### src/rtl/skbl_pkg.sv
// Shared types and constants for the skyline bottom-left placer.
// No dependencies; imported by every module of the block.
`default_nettype none
package skbl_pkg;

  localparam int unsigned MaxSeg = 256;
  localparam int unsigned IdxW   = $clog2(MaxSeg);
  localparam int unsigned CntW   = IdxW + 1;
  localparam int unsigned HW     = 32;
  localparam int unsigned XW     = 16;

  localparam logic [1:0] StPlaced = 2'd0;
  localparam logic [1:0] StWide   = 2'd1;
  localparam logic [1:0] StFull   = 2'd2;

  // write port of the skyline store
  typedef struct packed {
    logic            we;
    logic [IdxW-1:0] addr;
    logic [XW-1:0]   left;
    logic [HW-1:0]   height;
  } mem_wr_t;

  // one finished placement
  typedef struct packed {
    logic [XW-1:0] id;
    logic [XW-1:0] px;
    logic [HW-1:0] py;
    logic [HW-1:0] total;
    logic [1:0]    status;
  } result_t;

endpackage
`default_nettype wire

### src/rtl/skbl_ctrl.sv
// Placement sequencer: window scan, cut search, table shift in either direction and top insert.
// Depends on skbl_pkg; drives the ports of skbl_store.
`default_nettype none
module skbl_ctrl import skbl_pkg::*; (
  input  wire logic            clk_i,
  input  wire logic            rst_ni,
  input  wire logic [XW-1:0]   strip_i,
  input  wire logic            start_i,
  input  wire logic            first_i,
  input  wire logic [XW-1:0]   id_i,
  input  wire logic [XW-1:0]   rw_i,
  input  wire logic [XW-1:0]   rh_i,
  output logic                 ready_o,
  output logic                 res_valid_o,
  input  wire logic            res_take_i,
  output result_t              res_o,
  output logic      [IdxW-1:0] rd_addr_o,
  input  wire logic [XW-1:0]   rd_left_i,
  input  wire logic [HW-1:0]   rd_height_i,
  output mem_wr_t              wr_o
);

  typedef enum logic [13:0] {
    S_IDLE = 14'b00000000000001,
    S_IRD  = 14'b00000000000010,
    S_IWT  = 14'b00000000000100,
    S_JRD  = 14'b00000000001000,
    S_JWT  = 14'b00000000010000,
    S_WEND = 14'b00000000100000,
    S_PICK = 14'b00000001000000,
    S_KRD  = 14'b00000010000000,
    S_KWT  = 14'b00000100000000,
    S_CHK  = 14'b00001000000000,
    S_CRD  = 14'b00010000000000,
    S_CWT  = 14'b00100000000000,
    S_WTOP = 14'b01000000000000,
    S_DONE = 14'b10000000000000
  } state_e;

  state_e          state_q, state_d;
  logic [CntW-1:0] cnt_q, cnt_d, i_q, i_d, j_q, j_d, k_q, k_d, best_q, best_d;
  logic [CntW-1:0] src_q, src_d, dst_q, dst_d, newcnt_q, newcnt_d;
  logic [HW-1:0]   total_q, total_d, mx_q, mx_d, best_h_q, best_h_d, top_q, top_d;
  logic [XW-1:0]   left_i_q, left_i_d, best_left_q, best_left_d;
  logic [XW:0]     lim_q, lim_d, end_q, end_d;
  logic            found_q, found_d, desc_q, desc_d, fresh_q, fresh_d;
  logic [XW-1:0]   rw_q, rw_d, rh_q, rh_d;
  result_t         res_q, res_d;

  logic [XW:0]     lim_now, end1;
  logic [HW:0]     top_sum;
  logic [HW-1:0]   mx_new;
  logic [CntW:0]   newcnt_w;
  logic            src_last;

  assign lim_now  = {1'b0, rd_left_i} + {1'b0, rw_q};
  assign end1     = end_q + (XW+1)'(1);
  assign top_sum  = {1'b0, best_h_q} + (HW+1)'(rh_q);
  assign mx_new   = (rd_height_i > mx_q) ? rd_height_i : mx_q;
  assign newcnt_w = (CntW+1)'(best_q) + (CntW+1)'(1) + (CntW+1)'(cnt_q) - (CntW+1)'(k_q);
  assign src_last = desc_q ? (src_q == k_q) : (src_q + CntW'(1) == cnt_q);

  assign ready_o     = (state_q == S_IDLE);
  assign res_valid_o = (state_q == S_DONE);
  assign res_o       = res_q;

  always_comb begin
    state_d     = state_q;
    cnt_d       = cnt_q;
    i_d         = i_q;
    j_d         = j_q;
    k_d         = k_q;
    best_d      = best_q;
    src_d       = src_q;
    dst_d       = dst_q;
    newcnt_d    = newcnt_q;
    total_d     = total_q;
    mx_d        = mx_q;
    best_h_d    = best_h_q;
    top_d       = top_q;
    left_i_d    = left_i_q;
    best_left_d = best_left_q;
    lim_d       = lim_q;
    end_d       = end_q;
    found_d     = found_q;
    desc_d      = desc_q;
    fresh_d     = fresh_q;
    rw_d        = rw_q;
    rh_d        = rh_q;
    res_d       = res_q;
    rd_addr_o   = i_q[IdxW-1:0];
    wr_o        = '0;

    case (state_q)
      // take a rectangle, clear the skyline if asked or if entry 0 is still unwritten; reject a zero or too-wide width
      S_IDLE: begin
        if (start_i) begin
          rw_d    = rw_i;
          rh_d    = rh_i;
          i_d     = '0;
          found_d = 1'b0;
          fresh_d = 1'b0;
          if (first_i || fresh_q) begin
            cnt_d   = CntW'(1);
            total_d = '0;
            wr_o.we = 1'b1;
          end
          res_d.id     = id_i;
          res_d.px     = '0;
          res_d.py     = '0;
          res_d.total  = first_i ? '0 : total_q;
          res_d.status = StWide;
          if (rw_i == '0 || rw_i > strip_i) state_d = S_DONE;
          else state_d = S_IRD;
        end
      end
      S_IRD: begin
        rd_addr_o = i_q[IdxW-1:0];
        state_d   = S_IWT;
      end
      // window start: stop the scan once the window runs past the strip, skip a start that cannot beat the best
      S_IWT: begin
        left_i_d = rd_left_i;
        lim_d    = lim_now;
        mx_d     = rd_height_i;
        j_d      = i_q + CntW'(1);
        if (lim_now > {1'b0, strip_i}) state_d = S_PICK;
        else if (found_q && rd_height_i >= best_h_q) begin
          i_d     = i_q + CntW'(1);
          state_d = (i_q + CntW'(1) == cnt_q) ? S_PICK : S_IRD;
        end else state_d = S_JRD;
      end
      S_JRD: begin
        rd_addr_o = j_q[IdxW-1:0];
        state_d   = (j_q == cnt_q) ? S_WEND : S_JWT;
      end
      // extend the window while segments start under the rectangle, dropping it once it cannot beat the best
      S_JWT: begin
        if ({1'b0, rd_left_i} >= lim_q) state_d = S_WEND;
        else begin
          mx_d = mx_new;
          j_d  = j_q + CntW'(1);
          if (found_q && mx_new >= best_h_q) begin
            i_d     = i_q + CntW'(1);
            state_d = (i_q + CntW'(1) == cnt_q) ? S_PICK : S_IRD;
          end else state_d = S_JRD;
        end
      end
      // keep the leftmost lowest peak
      S_WEND: begin
        if (!found_q || mx_q < best_h_q) begin
          found_d     = 1'b1;
          best_d      = i_q;
          best_h_d    = mx_q;
          best_left_d = left_i_q;
        end
        i_d     = i_q + CntW'(1);
        state_d = (i_q + CntW'(1) == cnt_q) ? S_PICK : S_IRD;
      end
      S_PICK: begin
        if (!found_q) state_d = S_DONE;
        else begin
          end_d   = {1'b0, best_left_q} + {1'b0, rw_q} - (XW+1)'(1);
          top_d   = top_sum[HW] ? '1 : top_sum[HW-1:0];
          k_d     = best_q;
          state_d = S_KRD;
        end
      end
      // find the first segment that reaches beyond the rectangle
      S_KRD: begin
        rd_addr_o = IdxW'(k_q + CntW'(1));
        if (k_q + CntW'(1) < cnt_q) state_d = S_KWT;
        else begin
          if ({1'b0, strip_i} <= end1) k_d = k_q + CntW'(1);
          state_d = S_CHK;
        end
      end
      S_KWT: begin
        if ({1'b0, rd_left_i} <= end1) begin
          k_d     = k_q + CntW'(1);
          state_d = S_KRD;
        end else state_d = S_CHK;
      end
      // check room, then set up the move direction
      S_CHK: begin
        newcnt_d = newcnt_w[CntW-1:0];
        if (newcnt_w > (CntW+1)'(MaxSeg)) begin
          res_d.status = StFull;
          state_d      = S_DONE;
        end else if (k_q == cnt_q) state_d = S_WTOP;
        else if (k_q == best_q) begin
          desc_d  = 1'b1;
          src_d   = cnt_q - CntW'(1);
          dst_d   = cnt_q;
          state_d = S_CRD;
        end else begin
          desc_d  = 1'b0;
          src_d   = k_q;
          dst_d   = best_q + CntW'(1);
          state_d = S_CRD;
        end
      end
      S_CRD: begin
        rd_addr_o = src_q[IdxW-1:0];
        state_d   = S_CWT;
      end
      // move one segment, trimming the partly covered one
      S_CWT: begin
        wr_o.we     = 1'b1;
        wr_o.addr   = dst_q[IdxW-1:0];
        wr_o.height = rd_height_i;
        wr_o.left   = (src_q == k_q && {1'b0, rd_left_i} <= end_q) ?
                      end1[XW-1:0] : rd_left_i;
        if (src_last) state_d = S_WTOP;
        else begin
          state_d = S_CRD;
          src_d   = desc_q ? src_q - CntW'(1) : src_q + CntW'(1);
          dst_d   = desc_q ? dst_q - CntW'(1) : dst_q + CntW'(1);
        end
      end
      // insert the new top segment
      S_WTOP: begin
        wr_o.we      = 1'b1;
        wr_o.addr    = best_q[IdxW-1:0];
        wr_o.left    = best_left_q;
        wr_o.height  = top_q;
        cnt_d        = newcnt_q;
        total_d      = (top_q > total_q) ? top_q : total_q;
        res_d.px     = best_left_q;
        res_d.py     = best_h_q;
        res_d.total  = (top_q > total_q) ? top_q : total_q;
        res_d.status = StPlaced;
        state_d      = S_DONE;
      end
      S_DONE: begin
        if (res_take_i) state_d = S_IDLE;
      end
      default: state_d = S_IDLE;
    endcase
  end

  // control state
  always_ff @(posedge clk_i or negedge rst_ni) begin
    if (!rst_ni) begin
      state_q <= S_IDLE;
      cnt_q   <= CntW'(1);
      total_q <= '0;
      found_q <= 1'b0;
      desc_q  <= 1'b0;
      fresh_q <= 1'b1;
    end else begin
      state_q <= state_d;
      cnt_q   <= cnt_d;
      total_q <= total_d;
      found_q <= found_d;
      desc_q  <= desc_d;
      fresh_q <= fresh_d;
    end
  end

  // working registers
  always_ff @(posedge clk_i) begin
    i_q         <= i_d;
    j_q         <= j_d;
    k_q         <= k_d;
    best_q      <= best_d;
    src_q       <= src_d;
    dst_q       <= dst_d;
    newcnt_q    <= newcnt_d;
    mx_q        <= mx_d;
    best_h_q    <= best_h_d;
    top_q       <= top_d;
    left_i_q    <= left_i_d;
    best_left_q <= best_left_d;
    lim_q       <= lim_d;
    end_q       <= end_d;
    rw_q        <= rw_d;
    rh_q        <= rh_d;
    res_q       <= res_d;
  end

endmodule
`default_nettype wire

### config.mk
export PLATFORM = sky130hd
export DESIGN_NAME = skbl_ctrl
export DESIGN_NICKNAME = d
export VERILOG_FILES = /design/src/rtl/skbl_pkg.sv /design/src/rtl/skbl_ctrl.sv
export SDC_FILE = /design/constraint.sdc
export NUM_CORES = 1
export LEC_CHECK = 0
export ABC_AREA = 1
export ABC_CLOCK_PERIOD_IN_PS = 14200
export BUFFER_PORTS_ARGS = -buffer_cell sky130_fd_sc_hd__buf_4
export CORE_MARGIN = 2
export CORE_UTILIZATION = 39
export DETAILED_ROUTE_END_ITERATION = 8
export HOLD_SLACK_MARGIN = 0.03
export PLACE_DENSITY_LB_ADDON = 0.05
export SLEW_MARGIN = 20
export SYNTH_ARGS = -nofsm -noshare
export SYNTH_HDL_FRONTEND = slang
export SYNTH_SLANG_ARGS = --single-unit
### constraint.sdc
create_clock -name clk_i -period 14.2 [get_ports clk_i]
set_input_delay 1.42 -clock clk_i [delete_from_list [all_inputs] [get_ports clk_i]]
set_output_delay 1.42 -clock clk_i [all_outputs]
set_load 0.01 [all_outputs]
Yosys cells after proc, flatten, opt, wreduce, memory -nomap -nowiden
Cells that the tools add are included.
- register bits after elaboration: 413
- input port bits: 117
- output and inout bits: 165
- add/sub/neg operators: 17
- order comparisons: 13
- equality and inequality tests: 36
- multiplexer cells: 67
- bitwise logic cells: 2
- reduce and logical (&&, ||, !) cells: 29
- operators by type and width (operator ; count):
    $mux W9 ; 22
    $pmux W14 S14 ; 1
    $mux W32 ; 6
    $pmux W80 S2 ; 1
    $pmux W32 S2 ; 2
    $pmux W56 S2 ; 1
    $mux W82 ; 1
    $pmux W9 S2 ; 4
    $mux W14 ; 5
    $ge A32 B32 Y1 ; 2
    $gt A32 B32 Y1 ; 2
    $add A9 B1 Y9 const B ; 6
    $eq A9 B9 Y1 ; 6
    $le A16 B17 Y1 ; 3
    $pmux W9 S4 ; 1
    $mux W7 ; 5
    $add A16 B16 Y17 ; 2
    $add A32 B16 Y33 ; 1
    $lt A32 B32 Y1 ; 1
    $ne A2 B2 Y1 const B ; 14
    $pmux W9 S3 ; 1
    $sub A9 B1 Y9 const B ; 3
    $mux W13 ; 2
    $pmux W8 S3 ; 1
    other kinds (46) ; 71

Depth between registers and ports, before layout
Gate-level depths: netlist (run 1).
- depth after elaboration: 7
- mapped depth: 31
- gate-level depth less buffers: 30

Worst setup path before layout (run 1)
OpenSTA, ideal clock, no wires.
- path type: in2reg
- from: input port start_i
- to: register res_q (netlist bit res_o[10]), enable pin
- library setup time: 0.441 ns
- arrival: 4.686 ns
- data required time: 13.759 ns
- setup slack: 9.073 ns
- cell stages on the path: 4
- cells stage by stage: inv_1 -> nor2_2 -> inv_1 -> nand2_1
- cells in the longest elaborated chain, start to end: 2
- RTL lines (item ; line ; source):
    start, declared ; skbl_ctrl.sv:8 ; input wire logic start_i,
    $ne A2 B2 Y1 (no line) ; n/a ;
    $reduce_and A2 Y1 (no line) ; n/a ;
    end signal, assigned ; skbl_ctrl.sv:279 ; res_q <= res_d;
    end, declared ; skbl_ctrl.sv:48 ; result_t res_q, res_d;
Every way passes these cells.
A chain may end at the register's enable or synchronous reset.

Worst setup path after layout (run 1)
- from: input port rd_height_i[31]
- to: register i_q[7], enable pin
- cells in the longest elaborated chain, start to end: 6
- elaborated cells on any way between the ends: 9
- those cells by class: order compare: 3; eq/ne: 2; mux: 1; reduce/logical: 3
- RTL lines (item ; line ; source):
    start, declared ; skbl_ctrl.sv:19 ; input wire logic [HW-1:0] rd_height_i,
    $gt A32 B32 Y1 ; skbl_ctrl.sv:59 ; assign mx_new = (rd_height_i > mx_q) ? rd_height_i : mx_q;
    $mux W32 ; skbl_ctrl.sv:59 ;
    $ge A32 B32 Y1 ; skbl_ctrl.sv:143 ; if (found_q && mx_new >= best_h_q) begin
    $logic_and A1 B1 Y1 ; skbl_ctrl.sv:143 ;
    $ne A2 B2 Y1 (no line) ; n/a ;
    $reduce_and A6 Y1 (no line) * ; n/a ;
    end signal, assigned ; skbl_ctrl.sv:263 ; i_q <= i_d;
    end, declared ; skbl_ctrl.sv:41 ; logic [CntW-1:0] cnt_q, cnt_d, i_q, i_d, j_q, j_d, k_q, k_d, best_q, best_d;
Every way passes the cells marked *; elsewhere a longest branch is shown, timed or not.

==> results of run 1 <==
==> synth_stat cells (all sizes together), types with 6 or more instances <==
cell	instances
nand2	630
inv	529
ha	360
edfxtp	354
o21ai	253
nor2	241
a21oi	207
nand3	203
xor2	81
nand4	62
dfrtp	55
nor3	50
clkbuf	44
o211ai	38
and2	35
xnor2	34
buf	26
nor4	26
o21bai	21
o22ai	14
fa	13
a21o	10
o221ai	10
or2	10
a211oi	7
and3	6
==> report_power, final <==
| part | total, mW | internal, mW | switching [mW] |
|---|---|---|---|
| Clock | 1.41 | 0.826 | 0.580 |
| Combinational | 1.25 | 0.445 | 0.807 |
| Sequential | 1.63 | 1.55 | 0.0847 |
==> per-stage QoR <==
| step | setup WS, ns | power, mW |
|---|---|---|
| 2_1_floorplan | 9.073 | 2.408 |
| 3_5_place_dp | 7.249 | 2.906 |
| 6_report | 7.811 | 4.288 |
| 4_1_cts | 7.886 | 4.323 |
| 3_3_place_gp | 7.373 | 2.883 |
| 5_1_grt | 7.355 | 4.522 |
==> per-layer routing <==
layer,vias up,wire [um],global-route usage
met3,134,4414,0.02754
met4,0,2475,0.06750
met2,680,43040,0.3894
met1,11890,45020,0.3466
met5,-,0,0
li1,12050,-,-
==> state kept, by name, summed over array words and instances (netlist names), 14 cells and up <==
register	flops
state_q	14
left_i_q	16
rw_q	16
lim_q	17
rh_q	16
mx_q	32
res_o	98
top_q	32
total_q	32
end_q	17
best_h_q	32
best_left_q	16
==> logic make-up after synthesis <==
| kind of cell | Yosys count | synth area share |
|---|---|---|
| AND/OR/NAND/NOR | 1271 | 0.1935 |
| buffers and inverters | 602 | 0.07938 |
| AO/OA/AOI/OAI | 588 | 0.1161 |
| flip-flops | 412 | 0.4135 |
| adder cells (fa/ha/maj) | 373 | 0.1630 |
| XOR/XNOR | 115 | 0.03447 |
==> area by class of cell <==
cell class                 count  area (um2)
antenna                        2       5.005
clock buffer                  54        1287
clock inverter                40       483.0
tap                          969        1212
multi-input combinational   2347       14860
sequential                   412       12090
fill                        7289       40120
inverter                     532        2003
timing repair buffer         301        2260
==> path summary, 6_finish.rpt <==
| check | startpoint | endpoint | slack, ns | cells past startpoint |
|---|---|---|---|---|
| max | rd_height_i[31] | i_q[7] | 7.81 | 23 |
| min | left_i_q[3] | best_left_q[3] | 0.42 | 0 |
| max reg2reg | mx_q[31] | i_q[7] | 8.22 | 23 |
| min reg2reg | left_i_q[3] | best_left_q[3] | 0.42 | 0 |
| max in group asynchronous | rst_ni | cnt_q[8] | 12.70 | 1 |
| min in group asynchronous | rst_ni | total_q[27] | 0.90 | 1 |
==> results.txt, run 1 <==
----------------------------------------------------
[Synthesis]
  Cell types occupying the most area after synthesis ... sky130_fd_sc_hd__edfxtp_1, sky130_fd_sc_hd__ha_1, sky130_fd_sc_hd__nand2_1, sky130_fd_sc_hd__inv_1, sky130_fd_sc_hd__dfrtp_1
  Number of synthesized flops with an enable pin ... 354
  Average footprint of a synthesized cell ... 8.695 um2
  Primary flip-flop cell chosen by synthesis mapping ... sky130_fd_sc_hd__edfxtp_1
  Synth area leader ... sky130_fd_sc_hd__edfxtp_1
  Number of nets produced by synthesis ... 3,851
  Yosys cell types ... 65
  Synthesis Warnings ... 0
  Sequential area share after synthesis ... 0.4135
  Number of cells produced by synthesis ... 3,361
  Fraction of post-synthesis cell area in the top cell type by area ... 0.3637
  Post-synthesis async set-or-reset flop share ... 0.1408
  Area of the mapped netlist ... 29,220 um2
  #FFs+latches synth ... 412

[STA]
  Final period utilization ... 0.4499
  Highest Clock Rate ... 156.5 MHz
  Number of max-slew violations in the final report ... 0
  Final number of hold-violating endpoints ... 0
  Setup repair after global routing missed its margin ... no
  Final setup viols ... 0
  Final setup TNS ... 0 ns
  Headroom to the max-slew limit ... 0.3742
  Shortest clock period the worst path allows after layout ... 6.389 ns
  Actual slew at the worst max-slew pin ... 0.9301 ns
  Layout Skew ... 0.01914 ns
  Worst hold margin ... 0.4202 ns

[Clock tree]
  Clock transition time at the flip-flop clock pins of the worst setup and hold paths ... 0.06 ns
  Worst-skew pair later-pin latency ... 0.62 ns
  Total of hold buffers inserted after clock tree synthesis ... 0
  Max clock buf depth ... 3
  Sink count of the clock tree ... 412
  CTS tree ... yes
  Post-CTS setup buffers ... 0
  Number of gates resized after CTS ... 0
  Number of H-tree levels ... 2
  Number of CTS-inserted buffers ... 50
  Clk root buf ... sky130_fd_sc_hd__clkbuf_16

[Power]
  Peak supply drop ... 0.00008476 V
  Pleak ... 15.84 nW
  Total power per unit cell area ... 125.4 nW/um2

[Routing]
  Total vias in the final route ... 24,750
  First drt pass iteration count ... 5
  Wirelength per Cell ... 20.39 um
  Vias per cell ... 5.315
  Detailed-route DRC error count ... 0
  Number of DRC markers in iteration 0 ... 2,000
  Post-Route WL ... 94,950 um
  Remaining number of nets flagged by the antenna check after routing ... 0

[Placement]
  Detailed placer's ending HPWL ... 73,790 um
  Post-detailed-placement cell area ... 32,420 um2
  Final weighted congestion in routability-driven placement ... 0.9246
  Count of port buffers added during placement ... 281
  Cell total after placement ... 4,561

[Critical path]
  Critical-path maximum fanout ... 33
  Most common cell type on the critical path ... sky130_fd_sc_hd__nand2_1
  Data required time of the critical path ... 14.43 ns
  Maximum single-stage delay on the critical path ... 0.72 ns
  Sequence of cells on the critical path ... buf_4, ha_1, nand4_1, inv_1, nand2_1, nor4_1, nand3_1, buf_4, nand2_1, buf_4, nand2_1, and2_1, ha_1, nand2_1, nor2_1, nand2_1, nor4_1, nand2_1, nand3_1, nand2_1, nand2_1, o2111ai_1, nor2_1
  Library cell contributing the largest single delay on the critical path ... sky130_fd_sc_hd__nor4_1
  Kind of cell adding the most delay to the critical path ... simple AND/OR/NAND/NOR gates
  Sum of buffers and inverters on the critical path ... 4
  Arrival time reported for the critical path endpoint ... 6.62 ns
  Critical path launch point type ... input port
  Setup Crit Path Kind ... input port to flop
  CP Capture Type ... flop

[Flow run]
  MaxCap Viol Count ... 0

[Finish]
  Area Growth Syn to Fin ... 17.03%
  Commonest non-fill, non-tap cell in the layout ... sky130_fd_sc_hd__nand2_1
  Final net count ... 4,134
  Post-Layout Cell Count ... 4,657
  Share of layout cells above drive strength 1 ... 0.1316
  Final cell area excluding filler cells ... 34,200 um2
  Finished Core Util ... 0.4602
  Commonest cells after routing, fill and taps aside ... sky130_fd_sc_hd__nand2_1, sky130_fd_sc_hd__inv_1, sky130_fd_sc_hd__ha_1

[GRT]
  First-pass GRT wire length ... 144,600 um
  Overall overflow remaining after global route ... 0
  Number of antenna violations at the first check in global routing ... 2
  Overall fraction of global-route tracks in use ... 0.2429
  Vias in the first global route ... 24,490
  Largest net degree at the start of global routing ... 72

[Floorplanning]
  Rows ... 100
  Die Outline Area ... 77,140 um2
  Die Width ... 277.7 um
  Starting density of the core ... 0.3932
  Vert. Die Dim ... 277.7 um
  Std-Cell Core Area ... 74,320 um2
  Top-level I/O count ... 282

[Hold path]
  Tightest Hold Check Type ... flop to flop

[Outcome]
  Result of the run ... finished, final reports clean

----------------------------------------------------
No activity file was read; power rests on OpenSTA's default activity.
==> run 2, diff against run 1 <==
- ABC_CLOCK_PERIOD_IN_PS: 14200 -> 6400
- clock period: 14.2 -> 6.4 ns (I/O delays scaled with it)
==> run 2 against run 1 <==
  * Sequential share of layout area barely moved
  * Largest cell class unchanged
  * Count of clock-buffer cells in the layout grew 14
  * Sequential power rose by 120%
  * Highest routed layer is now met5
  * Clock skew fell by 0.0026 ns
  * First-iteration DRC count fell by 5.6%
  * Wire length is 0.43% higher
  * Critical path type is now flop to flop
  * Critical endpoint is now i_q[6]
==> results.txt, run 2 (synthesis gave the netlist of run 1 again) <==
----------------------------------------------------
[Outcome]
  Result of the run ... finished, final reports clean

[Routing]
  Post-Route WL ... 95,360 um
  Remaining number of nets flagged by the antenna check after routing ... 0
  Detailed-route DRC error count ... 0
  Vias per cell ... 5.320
  Wirelength per Cell ... 20.46 um
  Total vias in the final route ... 24,790
  Number of DRC markers in iteration 0 ... 1,889
  First drt pass iteration count ... 6

[Floorplanning]
  Die Outline Area ... 77,140 um2
  Starting density of the core ... 0.3932
  Std-Cell Core Area ... 74,320 um2
  Top-level I/O count ... 282
  Vert. Die Dim ... 277.7 um
  Die Width ... 277.7 um
  Rows ... 100

[STA]
  Worst hold margin ... 0.1366 ns
  Layout Skew ... 0.01651 ns
  Shortest clock period the worst path allows after layout ... 5.337 ns
  Final worst slack ... 1.063 ns
  Final setup TNS ... 0 ns
  Final number of hold-violating endpoints ... 0
  Setup repair after global routing missed its margin ... no
  Actual slew at the worst max-slew pin ... 1.042 ns
  Headroom to the max-slew limit ... 0.3040
  Highest Clock Rate ... 187.4 MHz
  Final setup viols ... 0
  Number of max-slew violations in the final report ... 0
  Final period utilization ... 0.8339

[Placement]
  Count of port buffers added during placement ... 281
  Cell total after placement ... 4,564
  Post-detailed-placement cell area ... 32,440 um2
  Final weighted congestion in routability-driven placement ... 0.9154
  Detailed placer's ending HPWL ... 73,850 um
  Worst setup slack after placement ... 0.8438 ns

[GRT]
  Overall overflow remaining after global route ... 0
  Vias in the first global route ... 24,830
  Met3 layer usage reported by global route ... 0.03251
  Overall fraction of global-route tracks in use ... 0.2441
  Number of antenna violations at the first check in global routing ... 3
  Grt met1 use ... 0.3386
  Largest net degree at the start of global routing ... 65
  Met2 track demand over resource ... 0.3952
  GRT busiest layer ... met2
  First-pass GRT wire length ... 145,200 um

[Clock tree]
  CTS tree ... yes
  Worst-skew pair later-pin latency ... 0.62 ns
  Post-CTS setup buffers ... 0
  Sink count of the clock tree ... 412
  Max clock buf depth ... 3
  Number of gates resized after CTS ... 0
  Number of H-tree levels ... 2
  Clk root buf ... sky130_fd_sc_hd__clkbuf_16
  Clock transition time at the flip-flop clock pins of the worst setup and hold paths ... 0.06 ns
  Total of hold buffers inserted after clock tree synthesis ... 0
  Number of CTS-inserted buffers ... 51

[Critical path]
  Library cell contributing the largest single delay on the critical path ... sky130_fd_sc_hd__nor2_1
  CP Capture Type ... flop
  Maximum single-stage delay on the critical path ... 0.61 ns
  Critical path launch point type ... flop
  Critical-path maximum fanout ... 16
  Data required time of the critical path ... 6.64 ns
  Most common cell type on the critical path ... sky130_fd_sc_hd__nand2_1
  Arrival time reported for the critical path endpoint ... 5.58 ns
  Setup Crit Path Kind ... flop to flop

[Finish]
  Final cell area excluding filler cells ... 34,240 um2
  Post-Layout Cell Count ... 4,660
  Area Growth Syn to Fin ... 17.16%
  Commonest non-fill, non-tap cell in the layout ... sky130_fd_sc_hd__nand2_1
  Commonest cells after routing, fill and taps aside ... sky130_fd_sc_hd__nand2_1, sky130_fd_sc_hd__inv_1, sky130_fd_sc_hd__ha_1
  Number of flip-flops in the largest register ... 98
  Final net count ... 4,138
  Finished Core Util ... 0.4607
  Share of layout cells above drive strength 1 ... 0.1325

[Hold path]
  Tightest Hold Check Type ... input port to asynchronous set/reset pin

[Power]
  Peak supply drop ... 0.0002366 V
  Pleak ... 15.88 nW
  Final Power ... 9.513 mW
  Total power per unit cell area ... 277.9 nW/um2

[Flow run]
  MaxCap Viol Count ... 0

----------------------------------------------------
run 2: per-layer routing:
layer,part of all wire,wire (um),vias up
met1,0.46,44270,11910
li1,-,-,12050
met3,0.051,4854,156
met5,0.000094,9,-
met2,0.45,43260,669
met4,0.031,2961,2
run 2: worst max-delay path, delay by kind of cell, from the launching register on:
family	cells	cell delay (ns)
compound gates	2	0.37
buf+inv	3	0.52
flops	1	0.39
simple gates	18	3.23
fa+ha+maj	2	0.44
run 2: path summary, 6_finish.rpt:
check,start,end,slack (ns),depth (start not counted)
max in group asynchronous,rst_ni,total_q[4],5.65,1
max reg2reg,mx_q[15],i_q[6],1.06,25
min,rst_ni,total_q[27],0.14,1
max,mx_q[15],i_q[6],1.06,25
min in group clk_i,rh_i[15],rh_q[15],0.19,1
min reg2reg,left_i_q[8],best_left_q[8],0.42,0
run 2: area by class of cell:
class                           count  area (um2)
Tap cell                          969        1212
Timing Repair Buffer              304        2282
Sequential cell                   412       12090
Antenna cell                        1       2.502
Multi-Input combinational cell   2347       14860
Clock inverter                     27       315.3
Clock buffer                       68        1473
Fill cell                        7306       40080
Inverter                          532        2003
run 2: power breakdown:
part / switching (mW) / internal, mW / leakage [nW]
combinational: 1.79 / 0.990 / 10.9
clock: 1.25 / 1.86 / 0.868
sequential: 0.194 / 3.43 / 4.07
total: 3.23 / 6.28 / 15.9
